File: src/sv/lgcu_pkg.sv
// shared kinds, stage word types and the three-level rule
`default_nettype none
package lgcu_pkg;

    localparam logic [4:0] K_AIR     = 5'd0;
    localparam logic [4:0] K_WIRE    = 5'd1;
    localparam logic [4:0] K_OUTPUT  = 5'd2;
    localparam logic [4:0] K_BATTERY = 5'd3;
    localparam logic [4:0] K_DELAY   = 5'd4;
    localparam logic [4:0] K_BRIDGE  = 5'd5;
    localparam logic [4:0] K_LAMP    = 5'd6;
    localparam logic [4:0] K_BUTTON  = 5'd7;
    localparam logic [4:0] K_SWITCH  = 5'd8;
    localparam logic [4:0] K_NOT     = 5'd9;
    localparam logic [4:0] K_OR      = 5'd10;
    localparam logic [4:0] K_NOR     = 5'd11;
    localparam logic [4:0] K_XOR     = 5'd12;
    localparam logic [4:0] K_XNOR    = 5'd13;
    localparam logic [4:0] K_AND     = 5'd14;
    localparam logic [4:0] K_NAND    = 5'd15;
    localparam logic [4:0] K_CLOCK   = 5'd16;
    localparam logic [4:0] K_DEBUG   = 5'd17;

    localparam logic [1:0] SEEN_OFF = 2'b01;
    localparam logic [1:0] SEEN_ON  = 2'b10;

    localparam logic [7:0] LVL_OFF     = 8'd0;
    localparam logic [7:0] LVL_NEUTRAL = 8'd1;
    localparam logic [7:0] LVL_ON      = 8'd2;

    // neighbour flags, first stage
    typedef struct packed {
        logic [4:0] kind;
        logic [7:0] lv;
        logic [7:0] lv2;
        logic [7:0] tm;
        logic [7:0] step;
        logic [1:0] vseen;
        logic [1:0] hseen;
        logic [3:0] gin;
        logic [3:0] pwr;
        logic       any_on;
        logic       any_off;
        logic       out_on;
    } sense_t;

    // next bytes, second stage
    typedef struct packed {
        logic [4:0] kind;
        logic [7:0] lv;
        logic [7:0] lv2;
        logic [7:0] tm;
        logic [7:0] nl;
        logic [7:0] nl2;
        logic [7:0] nt;
        logic       hit;
    } rule_t;

    function automatic logic [7:0] tri_next(input logic [7:0] lv, input logic [1:0] seen);
        logic [7:0] r;
        r = lv;
        if (lv == LVL_OFF)
            r = LVL_NEUTRAL;
        else if (lv == LVL_ON && (seen & SEEN_OFF) != 2'b00)
            r = LVL_OFF;
        else if (lv == LVL_NEUTRAL && (seen & SEEN_ON) != 2'b00)
            r = LVL_ON;
        return r;
    endfunction

endpackage
`default_nettype wire

File: src/sv/lgcu_sense.sv
// stage one: per-neighbour level sensing, gate inputs and kind matches
`default_nettype none
module lgcu_sense (
    input  wire logic            clk,
    input  wire logic            rst_n,
    input  wire logic            in_valid,
    output logic                 in_ready,
    input  wire logic [4:0]      cell_type,
    input  wire logic [7:0]      cell_level,
    input  wire logic [7:0]      cell_level2,
    input  wire logic [7:0]      cell_timer,
    input  wire logic [23:0]     up_cell,
    input  wire logic [23:0]     down_cell,
    input  wire logic [23:0]     left_cell,
    input  wire logic [23:0]     right_cell,
    input  wire logic [7:0]      time_step,
    output logic                 out_valid,
    input  wire logic            out_ready,
    output lgcu_pkg::sense_t     out_word
);
    import lgcu_pkg::*;

    logic        valid_reg;
    sense_t      word_reg;
    sense_t      word_next;
    logic [23:0] nb [4];

    function automatic logic conducting(input logic [7:0] k);
        return (k != 8'd0) && (k <= {3'b000, K_BRIDGE});
    endfunction

    function automatic logic [7:0] nb_level(input logic [23:0] c, input logic vertical);
        return (vertical && c[23:16] == {3'b000, K_BRIDGE}) ? c[7:0] : c[15:8];
    endfunction

    function automatic logic [1:0] seen_bits(input logic [7:0] lv);
        logic [1:0] r;
        r = 2'b00;
        if (lv == LVL_OFF)
            r = SEEN_OFF;
        else if (lv == LVL_ON)
            r = SEEN_ON;
        return r;
    endfunction

    function automatic logic [1:0] sense(input logic [23:0] c, input logic vertical,
                                         input logic lamp_ok);
        logic [1:0] r;
        r = 2'b00;
        if (conducting(c[23:16]))
            r = seen_bits(nb_level(c, vertical));
        else if (lamp_ok && c[23:16] == {3'b000, K_LAMP})
            r = seen_bits(c[15:8]);
        return r;
    endfunction

    assign nb[0] = up_cell;
    assign nb[1] = down_cell;
    assign nb[2] = left_cell;
    assign nb[3] = right_cell;

    always_comb
    begin
        word_next.kind  = cell_type;
        word_next.lv    = cell_level;
        word_next.lv2   = cell_level2;
        word_next.tm    = cell_timer;
        word_next.step  = time_step;
        word_next.vseen = sense(up_cell, 1'b1, cell_type == K_LAMP)
                        | sense(down_cell, 1'b1, cell_type == K_LAMP);
        word_next.hseen = sense(left_cell, 1'b0, cell_type == K_LAMP)
                        | sense(right_cell, 1'b0, cell_type == K_LAMP);
        word_next.any_on  = 1'b0;
        word_next.any_off = 1'b0;
        word_next.out_on  = 1'b0;
        for (int i = 0; i < 4; i++)
        begin
            word_next.gin[i] = conducting(nb[i][23:16])
                             && nb[i][23:16] != {3'b000, K_OUTPUT};
            word_next.pwr[i] = word_next.gin[i] && nb_level(nb[i], i < 2) == LVL_ON;
            if (nb[i][23:16] == {3'b000, cell_type} && nb[i][15:8] > LVL_NEUTRAL)
                word_next.any_on = 1'b1;
            if (nb[i][23:16] == {3'b000, cell_type} && nb[i][15:8] == LVL_OFF)
                word_next.any_off = 1'b1;
            // output cells follow any button-or-higher kind that is on
            if (nb[i][23:16] >= {3'b000, K_BUTTON} && nb[i][15:8] > LVL_NEUTRAL)
                word_next.out_on = 1'b1;
        end
    end

    assign in_ready = !valid_reg || out_ready;

    always_ff @(posedge clk or negedge rst_n)
    begin
        if (!rst_n)
            valid_reg <= 1'b0;
        else if (in_ready)
            valid_reg <= in_valid;
    end

    always_ff @(posedge clk)
    begin
        if (in_ready && in_valid)
            word_reg <= word_next;
    end

    assign out_valid = valid_reg;
    assign out_word  = word_reg;

endmodule
`default_nettype wire

File: src/sv/lgcu_rule.sv
// stage two: next-state rules per cell kind
`default_nettype none
module lgcu_rule (
    input  wire logic             clk,
    input  wire logic             rst_n,
    input  wire logic             in_valid,
    output logic                  in_ready,
    input  wire lgcu_pkg::sense_t in_word,
    output logic                  out_valid,
    input  wire logic             out_ready,
    output lgcu_pkg::rule_t       out_word
);
    import lgcu_pkg::*;

    logic       valid_reg;
    rule_t      word_reg;
    rule_t      word_next;
    logic [2:0] pow;
    logic [1:0] seen;
    logic [7:0] cnt_left;

    assign pow = {2'b00, in_word.pwr[0]} + {2'b00, in_word.pwr[1]}
               + {2'b00, in_word.pwr[2]} + {2'b00, in_word.pwr[3]};
    assign seen = in_word.vseen | in_word.hseen;
    assign cnt_left = (in_word.tm > in_word.step) ? in_word.tm - in_word.step : 8'd0;

    always_comb
    begin
        word_next.kind = in_word.kind;
        word_next.lv   = in_word.lv;
        word_next.lv2  = in_word.lv2;
        word_next.tm   = in_word.tm;
        word_next.nl   = in_word.lv;
        word_next.nl2  = in_word.lv2;
        word_next.nt   = in_word.tm;
        word_next.hit  = 1'b0;
        case (in_word.kind)
            K_WIRE, K_LAMP:
                word_next.nl = tri_next(in_word.lv, seen);
            K_OUTPUT:
                word_next.nl = in_word.out_on ? LVL_ON : LVL_OFF;
            K_DELAY:
            begin
                if (in_word.lv == LVL_OFF)
                    word_next.nl = LVL_NEUTRAL;
                else if (in_word.lv > LVL_NEUTRAL)
                begin
                    if ((seen & SEEN_OFF) != 2'b00)
                        word_next.nl = LVL_OFF;
                    else if (in_word.lv > LVL_ON)
                        word_next.nl = in_word.lv - 8'd1;
                end
                else if ((seen & SEEN_ON) != 2'b00)
                    word_next.nl = in_word.lv2;
            end
            K_BRIDGE:
            begin
                word_next.nl2 = tri_next(in_word.lv2, in_word.vseen);
                word_next.nl  = tri_next(in_word.lv, in_word.hseen);
            end
            K_BUTTON:
            begin
                if (in_word.lv == LVL_OFF)
                    word_next.nl = LVL_NEUTRAL;
                else if (in_word.lv == LVL_ON)
                    word_next.nl = LVL_OFF;
                else if (in_word.any_on)
                    word_next.nl = LVL_ON;
            end
            K_SWITCH:
            begin
                if (in_word.lv == LVL_OFF)
                    word_next.nl = LVL_NEUTRAL;
                else if (in_word.lv == LVL_ON && in_word.any_off)
                    word_next.nl = LVL_OFF;
                else if (in_word.any_on)
                    word_next.nl = LVL_ON;
            end
            K_NOT:  word_next.nl = (pow != 3'd0) ? LVL_OFF : LVL_ON;
            K_OR:   word_next.nl = (pow != 3'd0) ? LVL_ON : LVL_OFF;
            K_NOR:  word_next.nl = (pow == 3'd0) ? LVL_ON : LVL_OFF;
            K_XOR:  word_next.nl = (pow == 3'd1) ? LVL_ON : LVL_OFF;
            K_XNOR: word_next.nl = (pow != 3'd1) ? LVL_ON : LVL_OFF;
            // powered inputs are a subset of inputs, so all-powered is an equality
            K_AND:  word_next.nl = (in_word.pwr == in_word.gin) ? LVL_ON : LVL_OFF;
            K_NAND: word_next.nl = (in_word.pwr != in_word.gin) ? LVL_ON : LVL_OFF;
            K_CLOCK:
            begin
                if (cnt_left == 8'd0)
                begin
                    word_next.nl = LVL_ON;
                    word_next.nt = in_word.lv2;
                end
                else
                begin
                    word_next.nl = LVL_OFF;
                    word_next.nt = cnt_left;
                end
            end
            K_DEBUG:
                word_next.hit = (pow != 3'd0);
            default:
                word_next.nl = in_word.lv;
        endcase
    end

    assign in_ready = !valid_reg || out_ready;

    always_ff @(posedge clk or negedge rst_n)
    begin
        if (!rst_n)
            valid_reg <= 1'b0;
        else if (in_ready)
            valid_reg <= in_valid;
    end

    always_ff @(posedge clk)
    begin
        if (in_ready && in_valid)
            word_reg <= word_next;
    end

    assign out_valid = valid_reg;
    assign out_word  = word_reg;

endmodule
`default_nettype wire

File: src/sv/lgcu_result.sv
// stage three: changed flag and output register
`default_nettype none
module lgcu_result (
    input  wire logic            clk,
    input  wire logic            rst_n,
    input  wire logic            in_valid,
    output logic                 in_ready,
    input  wire lgcu_pkg::rule_t in_word,
    output logic                 out_valid,
    input  wire logic            out_ready,
    output logic [7:0]           new_level,
    output logic [7:0]           new_level2,
    output logic [7:0]           new_timer,
    output logic                 changed,
    output logic                 debug_hit
);
    import lgcu_pkg::*;

    logic       valid_reg;
    logic [7:0] level_reg;
    logic [7:0] level2_reg;
    logic [7:0] timer_reg;
    logic       changed_reg;
    logic       hit_reg;
    logic       changed_next;

    always_comb
    begin
        if (in_word.kind == K_CLOCK)
            changed_next = 1'b1;
        else if (in_word.kind == K_DEBUG)
            changed_next = in_word.hit;
        else
            changed_next = (in_word.nl != in_word.lv) || (in_word.nl2 != in_word.lv2)
                         || (in_word.nt != in_word.tm);
    end

    assign in_ready = !valid_reg || out_ready;

    always_ff @(posedge clk or negedge rst_n)
    begin
        if (!rst_n)
            valid_reg <= 1'b0;
        else if (in_ready)
            valid_reg <= in_valid;
    end

    always_ff @(posedge clk)
    begin
        if (in_ready && in_valid)
        begin
            level_reg   <= in_word.nl;
            level2_reg  <= in_word.nl2;
            timer_reg   <= in_word.nt;
            changed_reg <= changed_next;
            hit_reg     <= in_word.hit;
        end
    end

    assign out_valid  = valid_reg;
    assign new_level  = level_reg;
    assign new_level2 = level2_reg;
    assign new_timer  = timer_reg;
    assign changed    = changed_reg;
    assign debug_hit  = hit_reg;

endmodule
`default_nettype wire

File: src/sv/logic_grid_cell_update_unit.sv
// top level of the logic grid cell update unit
// Next-state unit for one cell of a logic-circuit grid automaton. It takes one cell
// word per clock while in_ready is high (kind, three state bytes, four packed
// neighbours and the frame's clock decrement) and returns its next three bytes with a
// changed flag and a debug hit flag. The unit is a three-stage pipeline (neighbour
// sensing, per-kind rule, changed flag into the output register), and the sustained
// rate is one word per cycle while the output is taken. Every stage has its own
// valid bit; in_ready drops only when all three stages are full and the output is
// not taken, so no word is dropped or repeated under backpressure.
`default_nettype none
module logic_grid_cell_update_unit (
    input  wire logic        clk,
    input  wire logic        rst_n,
    input  wire logic        in_valid,
    output logic             in_ready,
    input  wire logic [4:0]  cell_type,
    input  wire logic [7:0]  cell_level,
    input  wire logic [7:0]  cell_level2,
    input  wire logic [7:0]  cell_timer,
    input  wire logic [23:0] up_cell,
    input  wire logic [23:0] down_cell,
    input  wire logic [23:0] left_cell,
    input  wire logic [23:0] right_cell,
    input  wire logic [7:0]  time_step,
    output logic             out_valid,
    input  wire logic        out_ready,
    output logic [7:0]       new_level,
    output logic [7:0]       new_level2,
    output logic [7:0]       new_timer,
    output logic             changed,
    output logic             debug_hit
);
    import lgcu_pkg::*;

    logic   s1_valid;
    logic   s1_ready;
    sense_t s1_word;
    logic   s2_valid;
    logic   s2_ready;
    rule_t  s2_word;

    lgcu_sense u_sense (
        .clk         (clk),
        .rst_n       (rst_n),
        .in_valid    (in_valid),
        .in_ready    (in_ready),
        .cell_type   (cell_type),
        .cell_level  (cell_level),
        .cell_level2 (cell_level2),
        .cell_timer  (cell_timer),
        .up_cell     (up_cell),
        .down_cell   (down_cell),
        .left_cell   (left_cell),
        .right_cell  (right_cell),
        .time_step   (time_step),
        .out_valid   (s1_valid),
        .out_ready   (s1_ready),
        .out_word    (s1_word)
    );

    lgcu_rule u_rule (
        .clk       (clk),
        .rst_n     (rst_n),
        .in_valid  (s1_valid),
        .in_ready  (s1_ready),
        .in_word   (s1_word),
        .out_valid (s2_valid),
        .out_ready (s2_ready),
        .out_word  (s2_word)
    );

    lgcu_result u_result (
        .clk        (clk),
        .rst_n      (rst_n),
        .in_valid   (s2_valid),
        .in_ready   (s2_ready),
        .in_word    (s2_word),
        .out_valid  (out_valid),
        .out_ready  (out_ready),
        .new_level  (new_level),
        .new_level2 (new_level2),
        .new_timer  (new_timer),
        .changed    (changed),
        .debug_hit  (debug_hit)
    );

    // input stalls only with every stage full and the output held
    a_stall_only_when_full: assert property (@(posedge clk) disable iff (!rst_n)
        !in_ready |-> (s1_valid && s2_valid && out_valid && !out_ready))
        else $error("input stalled with a free pipeline slot");

    // a debug hit always marks the word as changed
    a_hit_implies_changed: assert property (@(posedge clk) disable iff (!rst_n)
        (out_valid && debug_hit) |-> changed)
        else $error("debug hit without changed flag");

    // a word in the middle stage never vanishes while the output is stalled
    a_mid_word_held: assert property (@(posedge clk) disable iff (!rst_n)
        (s2_valid && out_valid && !out_ready) |=> s2_valid)
        else $error("middle stage word lost under stall");

endmodule
`default_nettype wire

File: config.mk
export PLATFORM = sky130hd
export DESIGN_NAME = logic_grid_cell_update_unit
export DESIGN_NICKNAME = d
export VERILOG_FILES = /design/src/sv/lgcu_pkg.sv /design/src/sv/lgcu_sense.sv /design/src/sv/lgcu_rule.sv /design/src/sv/lgcu_result.sv /design/src/sv/logic_grid_cell_update_unit.sv
export SDC_FILE = /design/constraint.sdc
export NUM_CORES = 1
export LEC_CHECK = 0
export BUFFER_PORTS_ARGS = -buffer_cell sky130_fd_sc_hd__buf_2
export CAP_MARGIN = 40
export CORE_ASPECT_RATIO = 1.2
export CORE_UTILIZATION = 40
export CTS_CLUSTER_DIAMETER = 30
export DETAILED_ROUTE_END_ITERATION = 12
export GPL_TIMING_DRIVEN = 0
export HOLD_SLACK_MARGIN = 0.1
export SLEW_MARGIN = 20
export SYNTH_ARGS = -nofsm -noshare
export SYNTH_HDL_FRONTEND = slang
export SYNTH_HIERARCHICAL = 1
export SYNTH_SLANG_ARGS = --single-unit
File: constraint.sdc
create_clock -name clk -period 3.5 [get_ports clk]
set_clock_uncertainty 0.05 [all_clocks]
set_input_delay 0.35 -clock clk [delete_from_list [all_inputs] [get_ports clk]]
set_output_delay 0.35 -clock clk [all_outputs]
set_load 0.03 [all_outputs]
Yosys cells after proc, flatten, opt, wreduce, memory -nomap -nowiden
Cells that the tools add are included.
{ "op_classes": {"addsub": 5, "magnitude_cmp": 15, "eq_ne": 50, "muxes": 59, "bitwise": 3, "reduce_logical": 65} }
{ "ops": {"columns": ["op", "count"], "rows": [
  ["$mux W8", 25],
  ["$pmux W8 S14", 1],
  ["$logic_not A8 Y1", 9],
  ["$eq A8 B2 Y1 const B", 8],
  ["$mux W2", 29],
  ["$eq A8 B3 Y1 const B", 6],
  ["$eq A5 B4 Y1 const B", 8],
  ["$gt A8 B1 Y1 const B", 5],
  ["$logic_and A1 B1 Y1", 38],
  ["$eq A8 B5 Y1", 4],
  ["$ge A8 B3 Y1 const B", 4],
  ["$le A8 B3 Y1 const B", 4],
  ["$ne A8 B2 Y1 const B", 4],
  ["$reduce_bool A8 Y1", 4],
  ["$eq A5 B3 Y1 const B", 5],
  ["$ne A8 B8 Y1", 3],
  ["$eq A5 B5 Y1 const B", 4],
  ["$eq A8 B1 Y1 const B", 2],
  ["$reduce_or A3 Y1", 3],
  ["$gt A8 B2 Y1 const B", 1],
  ["$gt A8 B8 Y1", 1],
  ["$sub A8 B1 Y8 const B", 1],
  ["$sub A8 B8 Y8", 1],
  ["$add A3 B1 Y3", 2],
  ["other kinds (14)", 25]
]} }
{ "word_totals": {"reg_bits": 135} }

Depth between registers and ports, before layout
{ "depth": {"ltp_word": 7, "ltp_mapped": 10, "ltp_nobuf": 10} }

Cells and area by module
The synthesis kept the hierarchy.
{ "modules_own_cells": {"columns": ["mod", "instances", "cells_per_inst", "area_each_um2"], "rows": [
  ["lgcu_rule", 1, 315, 3345.7],
  ["lgcu_sense", 1, 208, 2523.7],
  ["lgcu_result", 1, 66, 1127.3]
]} }

Worst setup path before layout
OpenSTA, ideal clock, no wires.
{ "synth_path": {"path_kind": "flip-flop to flip-flop", "startpoint": "register u_sense.word_reg (netlist bit u_sense/out_word[3])", "endpoint": "register u_rule.word_reg (netlist bit u_rule/out_word[18]) (data pin)", "setup_time_ns": 0.261, "arrival_time_ns": 2.638, "setup_slack_ns": 0.551, "stages_incl_launch_ff": 11, "n_path_buf": 0, "synth_period_minus_slack_ns": 2.949, "cell_sequence": "edfxtp_1 > ha_1 > fa_1 > ha_1 > nor3_1 > mux2i_1 > a221o_1 > nand4_1 > a311oi_1 > o211ai_1 > o32a_1"} }
{ "synth_rtl": {"columns": ["element", "line", "rtl"], "rows": [
  ["start, declared", "lgcu_sense.sv:24", "sense_t word_reg;"],
  ["start signal, assigned", "lgcu_sense.sv:104", "word_reg <= word_next;"],
  ["end signal, assigned", "lgcu_rule.sv:120", "word_reg <= word_next;"],
  ["end, declared", "lgcu_rule.sv:16", "rule_t word_reg;"]
]} }

==> metrics.cfg <==
[clock_tree]
cts_max_level=4
clkSlewWorstSetupHoldPaths_ns=0.05
post_cts_buffers=0
clock_path_buffers=2
cts_tree=done
numCtsBuffers=17
cts_sinks=135
cts-root-buf=clkbuf_16
clock_latency_ns=0.41

[cells_and_area]
area_growth_pct=29.3
largest_reg_flops=54
diodes=0
nNetsFinal=945
final_common_cell=buf_2
layout_common_cells=buf_2 (149), edfxtp_1 (132), nor2_1 (43)
drive_gt1_share_pct=25.0

[detailed_routing]
first_pass_iters=5
vias=5380
viasPerCell=5.27
antenna_left=0
wl_mm=16.6
drt_iter0_markers=317
post_drt_wl_per_cell_um=16.2
remaining_drc_errors=0

[global_route]
grt_max_degree=55
grt_overflow_total=0
grtUsageTotal_pct=19.4
antenna_found_initial=0
grt_pass1_wl_mm=26.4
first_global_vias=5238

[placement]
io_buffer_count=145
hpwl_mm=12.6
pre_cts_slack_ns=0.198
gp_congestion=0.849

[synthesis]
ys_ff_latch=135
async_flop_share_pct=2.22
ys.flop_type=edfxtp_1
avgSynthCellArea_sq_um=11.9
yosysUniqueCellTypes=71
yosysTopAreaCell=edfxtp_1
synth_edf_count=132
synth_area_sq_um=7000
synthTopCellsByArea=edfxtp_1 (57%), xnor2_1 (3.9%), ha_1 (2.5%)
synth.yosys.seq_area_share_pct=57.7
yosys.area.top_type_share_pct=56.7
syn_nets=742
yosysWarnings=6
syn_inst=589

[worst_hold_path]
hold_path.class=in2reg
hold_start=cell_type[3]

[sta]
worst-slew-pin-transition_ns=0.819
rsz0062_at_grt=no
final-setup-viol-count=0
max_freq_mhz=311
maxSlewHeadroom_pct=44.8
final-max-slew-violation-count=0
final.period_utilization_pct=91.7
setup_ws_ns=0.289
layout_min_cycle_time_ns=3.21
tns_ns=0
hold_viol=0
hold_ws_ns=0.122

[critical_path]
worstPathMaxFanout=2
cp-end-kind=flop
critPathKind=reg2reg
reg2reg_from=u_sense/out_word[3]
start_kind=flop
crit_path_start=u_sense/out_word[3]
required_ns=3.60
worstPathArrival_ns=3.31

[pwr]
switchingPower_mw=1.09
ir_drop_v=0.000299
pwr-share-comb_pct=13.6
p_per_area_nw_per_um2=512
p_leak_nw=3.38
p_total_mw=4.63
clockPowerShare_pct=42.3
p_sw_share_pct=23.5
sequentialPowerShare_pct=44.0
p_int_mw=3.54

[run]
maxCapViolCount=0

[floorplan]
core_area_sq_um=17000
start_util_pct=41.2
die_y_um=147
die_w_um=123
rows=52
io_pins=165
die_area_sq_um=18000

[outcome]
status=finished clean

==> final cells by class <==
class                   count  area (sq um)
clock buffers              18           429
repair buffers            184          1110
well taps                 216           270
flip-flops and latches    135          4040
clock inverters            13           226
multi-input cells         413          2800
inverters                  16          60.1
plain buffers              25           105
fillers                  1517          7940
==> timing repair <==
action / CTS / global route
resized for setup: 0 / 1
hold endpoints to repair: 40 / 0
hold buffers: 38 / 0
setup endpoints to repair: 0 / 1
==> power groups by stage <==
stage                     sequential [mW]  combinational [mW]  clock [mW]
after floorplan                      2.11               0.334           0
after global placement               2.08               0.584           0
after detailed placement             2.08               0.597           0
after CTS                            2.04               0.632        2.01
after global routing                 2.06               0.691        2.07
final                                2.04               0.630        1.96
==> path summary, 6_finish.rpt <==
kind,endpoint,slack [ns],cells past startpoint
worst max-delay path,u_rule/out_word[18],0.29,10
worst max register to register,u_rule/out_word[18],0.29,10
min in group asynchronous,u_rule/out_valid,0.22,2
worst min-delay path,u_sense/out_word[50],0.12,1
worst min register to register,u_result/new_level[2],0.41,0
max in group asynchronous,u_result/out_valid,3.08,2
==> routing by layer <==
metal	wire, um	global-route usage, %	up-vias
met4	209	5.85	0
met1	6790	22.9	2497
met2	8640	34.6	202
li1	-	-	2667
met3	933	4.11	14
met5	0	0	-
==> through the flow <==
step                instances  utilization [%]  cell area [sq um]
CTS                      1020             53.2               9040
detailed placement        951             47.1               8000
global route             1020             53.3               9040
global placement          950             47.1               7990
floorplan                 589                -               7000
finish                   1020             53.3               9040
==> cell families after synthesis <==
family	count (synthesis)	synth area share [%]
xor+xnor	51	6.38
fa+ha+maj	16	3.08
mux	8	1.22
simple gates	228	17.7
buf+inv	41	2.36
flops	135	57.7
compound gates	110	11.5
==> critical path, stage by stage, from the launching register on <==
cell,delay (ns)
edfxtp_1,0.43
ha_1,0.34
fa_1,0.38
ha_1,0.32
nor3_2,0.25
mux2i_1,0.22
a221o_1,0.17
nand4_1,0.08
a311oi_1,0.25
o211ai_1,0.14
o32a_1,0.34
==> cell usage after synthesis (4+ instances only) <==
library cell	count
edfxtp_1	132
nor2_1	43
nand2_1	38
nor3_1	34
xnor2_1	31
a21oi_1	20
xor2_1	20
clkbuf_1	19
nand3_1	19
o21ai_0	18
nor4_1	17
inv_1	16
ha_1	14
nand4_1	13
nand2b_1	11
a221o_1	9
or4_1	8
and2_1	7
or3_1	7
a21o_1	6
o211ai_1	6
o21a_1	6
nand3b_1	5
nor2b_1	5
a22oi_1	4
mux2_2	4
mux2i_1	4
nor4b_1	4
o21bai_1	4
Note: power is estimated with default switching activity, not from simulation.
